## src/rtl/ptmi_pkg.sv

```systemverilog
`default_nettype none

package ptmi_pkg;

    // pool geometry
    localparam int PTMI_POOL_TABLES   = 64;
    localparam int PTMI_TABLE_ENTRIES = 512;
    localparam int PTMI_SLOT_W        = 9;

    // configuration port
    localparam int PTMI_CFG_W = 40;
    localparam logic PTMI_CFG_POOL_BASE  = 1'b0;
    localparam logic PTMI_CFG_FIRST_FREE = 1'b1;
    localparam logic [5:0] PTMI_FIRST_FREE_RST = 6'd2;

    // entry flag bits
    localparam logic [7:0] PTMI_FLAGS_4K = 8'h03;
    localparam logic [7:0] PTMI_FLAGS_2M = 8'h83;

    typedef enum logic [1:0] {
        ST_DONE      = 2'd0,
        ST_EXHAUSTED = 2'd1,
        ST_OUTSIDE   = 2'd2
    } t_status;

    typedef struct packed {
        logic [51:0] phys_addr;
        logic [47:0] virt_addr;
        logic        map_2m;
    } t_req;

    typedef struct packed {
        t_status     status;
        logic [63:0] leaf_entry;
        logic [5:0]  leaf_table;
        logic [8:0]  leaf_slot;
        logic [6:0]  tables_in_use;
    } t_rsp;

    // table store port control
    typedef struct packed {
        logic en;
        logic we;
    } t_mem_ctl;

endpackage

`default_nettype wire

```

## src/rtl/ptmi_walk.sv

```systemverilog
`default_nettype none

module ptmi_walk
    import ptmi_pkg::*;
#(
    parameter int POOL_TABLES = PTMI_POOL_TABLES,
    parameter int TW = (POOL_TABLES > 1) ? $clog2(POOL_TABLES) : 1,
    parameter int AW = TW + PTMI_SLOT_W
) (
    input  wire logic                  i_clk,
    input  wire logic                  i_rst_n,
    input  wire logic                  i_start,
    output logic                       o_busy,
    input  wire t_req                  i_req,
    output logic                       o_done,
    output t_rsp                       o_rsp,
    input  wire logic                  i_cfg_we,
    input  wire logic                  i_cfg_idx,
    input  wire logic [PTMI_CFG_W-1:0] i_cfg_wdata,
    output t_mem_ctl                   o_mem_ctl,
    output logic [AW-1:0]              o_mem_addr,
    output logic [63:0]                o_mem_wdata,
    input  wire logic [63:0]           i_mem_rdata
);

    localparam int DEPTH = POOL_TABLES * PTMI_TABLE_ENTRIES;
    localparam int CW = $clog2(POOL_TABLES + 1);
    localparam int SW = ((CW > 6) ? CW : 6) + 1;

    typedef enum logic [2:0] {
        S_CLEAR,
        S_IDLE,
        S_RD,
        S_WT,
        S_LEAF
    } t_state;

    t_state            r_state;
    logic [AW-1:0]     r_clr;
    logic [AW-1:0]     r_addr;
    logic [TW-1:0]     r_tbl;
    logic [1:0]        r_lvl;
    logic [CW-1:0]     r_cnt;
    logic [39:0]       r_base;
    logic [5:0]        r_ff;
    t_req              r_req;
    t_rsp              r_rsp;
    logic              r_done;

    logic [8:0]        walk_slot;
    logic [8:0]        leaf_slot;
    logic [63:0]       leaf_val;
    logic [SW-1:0]     cand;
    logic              exhausted;
    logic              absent;
    logic [63:0]       new_entry;
    logic [39:0]       off;
    logic              outside;
    logic              walk_err;
    logic              last_lvl;
    logic [31:0]       cnt_ext;
    logic [31:0]       tbl_ext;

    // level index and leaf entry
    always_comb begin
        unique case (r_lvl)
            2'd0:    walk_slot = r_req.virt_addr[47:39];
            2'd1:    walk_slot = r_req.virt_addr[38:30];
            default: walk_slot = r_req.virt_addr[29:21];
        endcase
        if (r_req.map_2m) begin
            leaf_slot = r_req.virt_addr[29:21];
            leaf_val  = {12'b0, r_req.phys_addr[51:21], 13'b0, PTMI_FLAGS_2M};
        end else begin
            leaf_slot = r_req.virt_addr[20:12];
            leaf_val  = {12'b0, r_req.phys_addr[51:12], 4'b0, PTMI_FLAGS_4K};
        end
        last_lvl = r_req.map_2m ? (r_lvl == 2'd1) : (r_lvl == 2'd2);
    end

    // entry check: allocate when absent, range-check when present
    always_comb begin
        absent    = ~i_mem_rdata[0];
        cand      = SW'(r_ff) + SW'(r_cnt);
        exhausted = (cand >= SW'(POOL_TABLES));
        new_entry = {12'b0, r_base + 40'(cand), 4'b0, PTMI_FLAGS_4K};
        off       = i_mem_rdata[51:12] - r_base;
        outside   = (off >= 40'(POOL_TABLES));
        walk_err  = (absent && exhausted) || (!absent && outside);
        cnt_ext   = 32'(r_cnt);
        tbl_ext   = 32'(r_tbl);
    end

    // table store port
    always_comb begin
        o_mem_ctl   = '0;
        o_mem_addr  = r_addr;
        o_mem_wdata = new_entry;
        unique case (r_state)
            S_CLEAR: begin
                o_mem_ctl   = '{en: 1'b1, we: 1'b1};
                o_mem_addr  = r_clr;
                o_mem_wdata = '0;
            end
            S_RD: begin
                o_mem_ctl  = '{en: 1'b1, we: 1'b0};
                o_mem_addr = {r_tbl, walk_slot};
            end
            S_WT: begin
                o_mem_ctl = '{en: absent & ~exhausted, we: absent & ~exhausted};
            end
            S_LEAF: begin
                o_mem_ctl   = '{en: 1'b1, we: 1'b1};
                o_mem_addr  = {r_tbl, leaf_slot};
                o_mem_wdata = leaf_val;
            end
            default: begin
                o_mem_ctl = '0;
            end
        endcase
    end

    // sequencer, configuration and registered result
    always_ff @(posedge i_clk) begin
        if (!i_rst_n) begin
            r_state <= S_CLEAR;
            r_clr   <= '0;
            r_cnt   <= '0;
            r_base  <= '0;
            r_ff    <= PTMI_FIRST_FREE_RST;
            r_done  <= 1'b0;
            r_lvl   <= '0;
        end else begin
            r_done <= (r_state == S_LEAF) || ((r_state == S_WT) && walk_err);
            if (i_cfg_we) begin
                if (i_cfg_idx == PTMI_CFG_POOL_BASE) begin
                    r_base <= i_cfg_wdata[39:0];
                end else begin
                    r_ff <= i_cfg_wdata[5:0];
                end
            end
            unique case (r_state)
                S_CLEAR: begin
                    r_clr <= r_clr + 1'b1;
                    if (r_clr == AW'(DEPTH - 1)) begin
                        r_state <= S_IDLE;
                    end
                end
                S_IDLE: begin
                    if (i_start) begin
                        r_req   <= i_req;
                        r_tbl   <= '0;
                        r_lvl   <= '0;
                        r_state <= S_RD;
                    end
                end
                S_RD: begin
                    r_addr  <= {r_tbl, walk_slot};
                    r_state <= S_WT;
                end
                S_WT: begin
                    if (walk_err) begin
                        r_rsp.status        <= absent ? ST_EXHAUSTED : ST_OUTSIDE;
                        r_rsp.leaf_entry    <= '0;
                        r_rsp.leaf_table    <= '0;
                        r_rsp.leaf_slot     <= '0;
                        r_rsp.tables_in_use <= cnt_ext[6:0];
                        r_state             <= S_IDLE;
                    end else begin
                        if (absent) begin
                            r_cnt <= r_cnt + 1'b1;
                            r_tbl <= cand[TW-1:0];
                        end else begin
                            r_tbl <= off[TW-1:0];
                        end
                        r_lvl   <= r_lvl + 1'b1;
                        r_state <= last_lvl ? S_LEAF : S_RD;
                    end
                end
                S_LEAF: begin
                    r_rsp.status        <= ST_DONE;
                    r_rsp.leaf_entry    <= leaf_val;
                    r_rsp.leaf_table    <= tbl_ext[5:0];
                    r_rsp.leaf_slot     <= leaf_slot;
                    r_rsp.tables_in_use <= cnt_ext[6:0];
                    r_state             <= S_IDLE;
                end
                default: begin
                    r_state <= S_IDLE;
                end
            endcase
        end
    end

    assign o_busy = (r_state != S_IDLE);
    assign o_done = r_done;
    assign o_rsp  = r_rsp;

`ifndef SYNTHESIS
    // result strobe lasts one cycle
    a_done_pulse: assert property (@(posedge i_clk) disable iff (!i_rst_n)
        r_done |=> !r_done)
        else $error("result strobe held");

    // allocation never runs past the pool
    a_cnt_bound: assert property (@(posedge i_clk) disable iff (!i_rst_n)
        r_cnt <= CW'(POOL_TABLES))
        else $error("allocation count past pool");

    // error results carry no leaf
    a_err_zero: assert property (@(posedge i_clk) disable iff (!i_rst_n)
        (r_done && r_rsp.status != ST_DONE) |->
        (r_rsp.leaf_entry == '0 && r_rsp.leaf_slot == '0))
        else $error("error result carries leaf");

    // walk never descends past the leaf level
    a_lvl_bound: assert property (@(posedge i_clk) disable iff (!i_rst_n)
        (r_state == S_RD) |-> (r_lvl != 2'd3))
        else $error("walk level out of range");

    // a request is taken only once the clearing pass is over
    a_no_start_clr: assert property (@(posedge i_clk) disable iff (!i_rst_n)
        (r_state == S_CLEAR) |=> (r_state == S_CLEAR || r_state == S_IDLE))
        else $error("walk started during clear");
`endif

endmodule

`default_nettype wire

```

## config.mk

```make
export PLATFORM = sky130hd
export DESIGN_NAME = ptmi_walk
export DESIGN_NICKNAME = d
export VERILOG_FILES = /design/src/rtl/ptmi_pkg.sv /design/src/rtl/ptmi_walk.sv
export SDC_FILE = /design/constraint.sdc
export NUM_CORES = 1
export LEC_CHECK = 0
export BUFFER_PORTS_ARGS = -buffer_cell sky130_fd_sc_hd__buf_4
export CAP_MARGIN = 20
export CORE_ASPECT_RATIO = 2
export CORE_MARGIN = 4
export CORE_UTILIZATION = 57
export CTS_CLUSTER_DIAMETER = 150
export DETAILED_ROUTE_END_ITERATION = 8
export PLACE_DENSITY_LB_ADDON = 0.15
export SLEW_MARGIN = 20
export SYNTH_ARGS = -nofsm -noshare
export SYNTH_HDL_FRONTEND = slang
export SYNTH_SLANG_ARGS = --single-unit
```

## constraint.sdc

```tcl
create_clock -name i_clk -period 15.2 [get_ports i_clk]
set_clock_uncertainty 0.1 [all_clocks]
set_input_delay 3.04 -clock i_clk [delete_from_list [all_inputs] [get_ports i_clk]]
set_output_delay 3.04 -clock i_clk [all_outputs]
set_load 0.02 [all_outputs]
```

==> reports/qor.txt <==
Syn Std Cell Area -> 13500 um^2
setup ws final -> 6.67 ns
overall power -> 1490 uW
fraction of layout cells with a size suffix above 1 -> 21.9%
Post-synth EDFFs -> 164
# port buffers -> 291
RSZ-0062 raised after global routing -> no
first-pass GRT wire length -> 71.3 mm
Slew @ Worst Pin -> 1.09 ns
Comb power frac -> 14.9%
Clock power frac -> 37.9%
final hold vios -> 0
Cell variety after synth -> 78
Die X -> 117 um
# DRC -> 0
Final Setup Violations -> 0
dpl hpwl -> 38.5 mm
final WL -> 49.0 mm
Max clock buf depth -> 3
Worst slew margin -> 26.7%
CTS root buf -> clkbuf_16
H-tree Lvls -> 1
Post-DRT Antenna Nets -> 0
hold_buf cts -> 0
Critical Path RT -> 12.06 ns
Placer Congestion -> 0.971
Slew Limit Fails -> 0
Worst EP arrival -> 5.39 ns
Yosys warning count -> 0
Fillers -> 1795
Flop pwr share -> 47.1%
first-pass iteration count of the detailed router -> 5
LEAKAGE -> 0.00696 uW
initial drt markers -> 927
wire length per cell -> 25.2 um
most used cell, CP -> a21oi_1
CTS tree -> yes
clock buffer count from CTS -> 22
CTS sink cnt -> 238
Worst-path clk slew -> 0.07 ns
Ports -> 381
Synth Instances -> 1390
Starting Density -> 57.8%
Post-CTS Resized -> 0
CP Cell Sequence -> ha_1 > fa_1 > fa_1 > a21o_1 > a21oi_1 > o21bai_1 > a21oi_1 > o21bai_1 > a21oi_1 > nor4_1 > nand4_1 > nor2_1 > xnor2_1 > a21o_1 > buf_4
Async SR Flop Fraction -> 0%
vias in the first global route -> 12093
Crit Path Class -> reg2out
total global-route track usage -> 36.6%
switching share of total power -> 26.8%
top_reg_cell synth -> edfxtp_1
mean post-synth cell area -> 9.70 um^2
vias -> 11864
CP startpoint kind -> flop
Critical Path Max Stage Delay -> 0.87 ns
Die Ht -> 225 um
crit end category -> output pin
post-layout min period -> 8.53 ns
largest net degree at the start of global routing -> 66
CP max FO -> 5
slowest stage cell, crit path -> a21oi_1
TNS Setup -> 0 ns
Tightest Hold Check Type -> reg2reg
Util after Layout -> 70.4%
Peak Freq -> 117 MHz
P_int -> 1090 uW
postcts setup bufs -> 0
vias per cell -> 6.09
pre-CTS setup slack -> 7.02 ns
#FFs+latches synth -> 238
Placement Rows -> 79
Pwr Density -> 90.5 nW/um^2
core region area -> 23300 um^2
worst IR drop on VDD -> 0.000100 V
Hold WS -> 0.361 ns
P&R area growth vs syn -> 21.8%
Tcrit/Tclk final -> 56.1%
Psw -> 399 uW
antenna violations before repair -> 1
Remaining Overflow, GRT -> 0
Die Area -> 26300 um^2
Max-Cap Viols -> 0
nets@finish -> 1918
outcome -> complete, no violations
clock insertion delay at the later pin of the skew report -> 0.54 ns
post-synthesis sequential area ratio -> 47.5%
-- power by group through the flow --
stage	logic [uW]	registers [uW]	clock network, uW
2_1_floorplan	138	712	0
3_3_place_gp	214	714	0
3_5_place_dp	216	714	0
4_1_cts	217	700	566
5_1_grt	237	700	593
6_report	222	700	564
-- critical path, delay by kind of cell (launching register included) --
family                     cells  cell delay [ns]
buffers and inverters          1             0.13
DFF                            1             0.44
and+or+nand+nor                3             0.65
AOI/OAI and AO/OA              7             1.98
adders and majority gates      3             1.23
xor gates and xnor gates       1             0.44
-- metrics by stage --
stage               instance area [um^2]  std cells
global route                       16400       1947
CTS                                16400       1946
finish                             16400       1947
detailed placement                 15700       1906
global placement                   15700       1906
floorplan                          13600       1431
-- cells in the mapped netlist, drive strengths merged (7+ instances only) --
library cell	count	area [um^2]
a21oi	144	724
nor2	90	338
o21a	10	76.3
nor2b	7	43.8
xor2	22	193
ha	58	726
o32a	9	90.1
o211ai	13	97.6
nor3	27	140
o21ai	40	211
nor4	14	109
mux2i	31	310
and2	13	81.3
edfxtp	164	4920
dfxtp	74	1480
a22o	12	105
nand2	176	661
o21bai	7	52.6
a21o	50	375
or3	10	62.6
clkbuf	50	189
and3	45	282
buf	59	403
inv	75	282
xnor2	55	482
nand3	34	170
nand4	20	125
-- per-layer routing --
layer | vias up | global-route usage, % | share of wire (%)
li1 | 5443 | - | -
met1 | 5673 | 37.0 | 32
met2 | 576 | 66.5 | 54
met3 | 172 | 6.10 | 6.4
met4 | 0 | 24.1 | 8.2
met5 | - | 0 | 0
-- state kept, by name (all words and copies together) (netlist names) --
register and cells:
r_lvl 2, o_done 1, r_tbl 6, r_req 77, o_rsp 66, r_base 40
r_state 3, r_clr 15, r_ff 6, r_addr 15, r_cnt 7
-- final cells by class --
type                    count  area [um^2]  share of cell area [%]
well taps                 283          354                    2.16
flip-flops and latches    238         6410                    39.0
repair buffers            301         2260                    13.8
diodes                      1         2.50                  0.0152
inverters                  76          285                    1.74
clock inverters            15          158                   0.960
multi-input cells        1008         6380                    38.8
clock buffers              25          572                    3.48
-- cells in the final DEF (no fill, tap or decap), types with 5 or more instances in the layout --
| master | n |
|---|---|
| a31oi_1 | 5 |
| a22o_1 | 12 |
| dfxtp_1 | 73 |
| nor4_1 | 11 |
| clkbuf_16 | 22 |
| xor2_1 | 22 |
| xnor2_1 | 55 |
| and3_1 | 45 |
| a21o_1 | 50 |
| o32a_1 | 9 |
| o21a_1 | 9 |
| o21ai_1 | 6 |
| ha_1 | 58 |
| or3_1 | 10 |
| o21bai_1 | 7 |
| conb_1 | 42 |
| nand3_1 | 34 |
| buf_4 | 301 |
| or2_2 | 6 |
| o21ai_0 | 31 |
| edfxtp_1 | 164 |
| mux2i_1 | 31 |
| nand4_1 | 20 |
| nor2b_1 | 6 |
| nand2_1 | 176 |
| nor3_1 | 26 |
| a21oi_1 | 142 |
| nor2_1 | 88 |
| o211ai_1 | 13 |
| and2_1 | 13 |
| inv_1 | 74 |
-- worst paths after layout --
check	from	to	slack, ns	cells after the start
setup / recovery	r_cnt[0]	o_mem_wdata[50]	6.67	15
hold / removal	r_base[31]	r_base[31]	0.36	2
setup reg to reg	r_base[8]	o_rsp[45]	9.60	13
hold reg to reg	r_base[31]	r_base[31]	0.36	2
-- logic make-up (layout without fill, tap and decap cells) --
group	after synthesis	after routing	share of synthesized area (%)
adder cells (fa/ha/maj)	61	61	5.83
flip-flops	238	238	47.5
AND/OR/NAND/NOR	456	456	16.1
XOR/XNOR	77	77	5.00
multiplexers	32	32	2.39
buffers and inverters	185	417	6.51
AO/OA/AOI/OAI	340	340	16.7
other	1	43	0.0278
No activity file was read; power rests on OpenSTA's default activity.
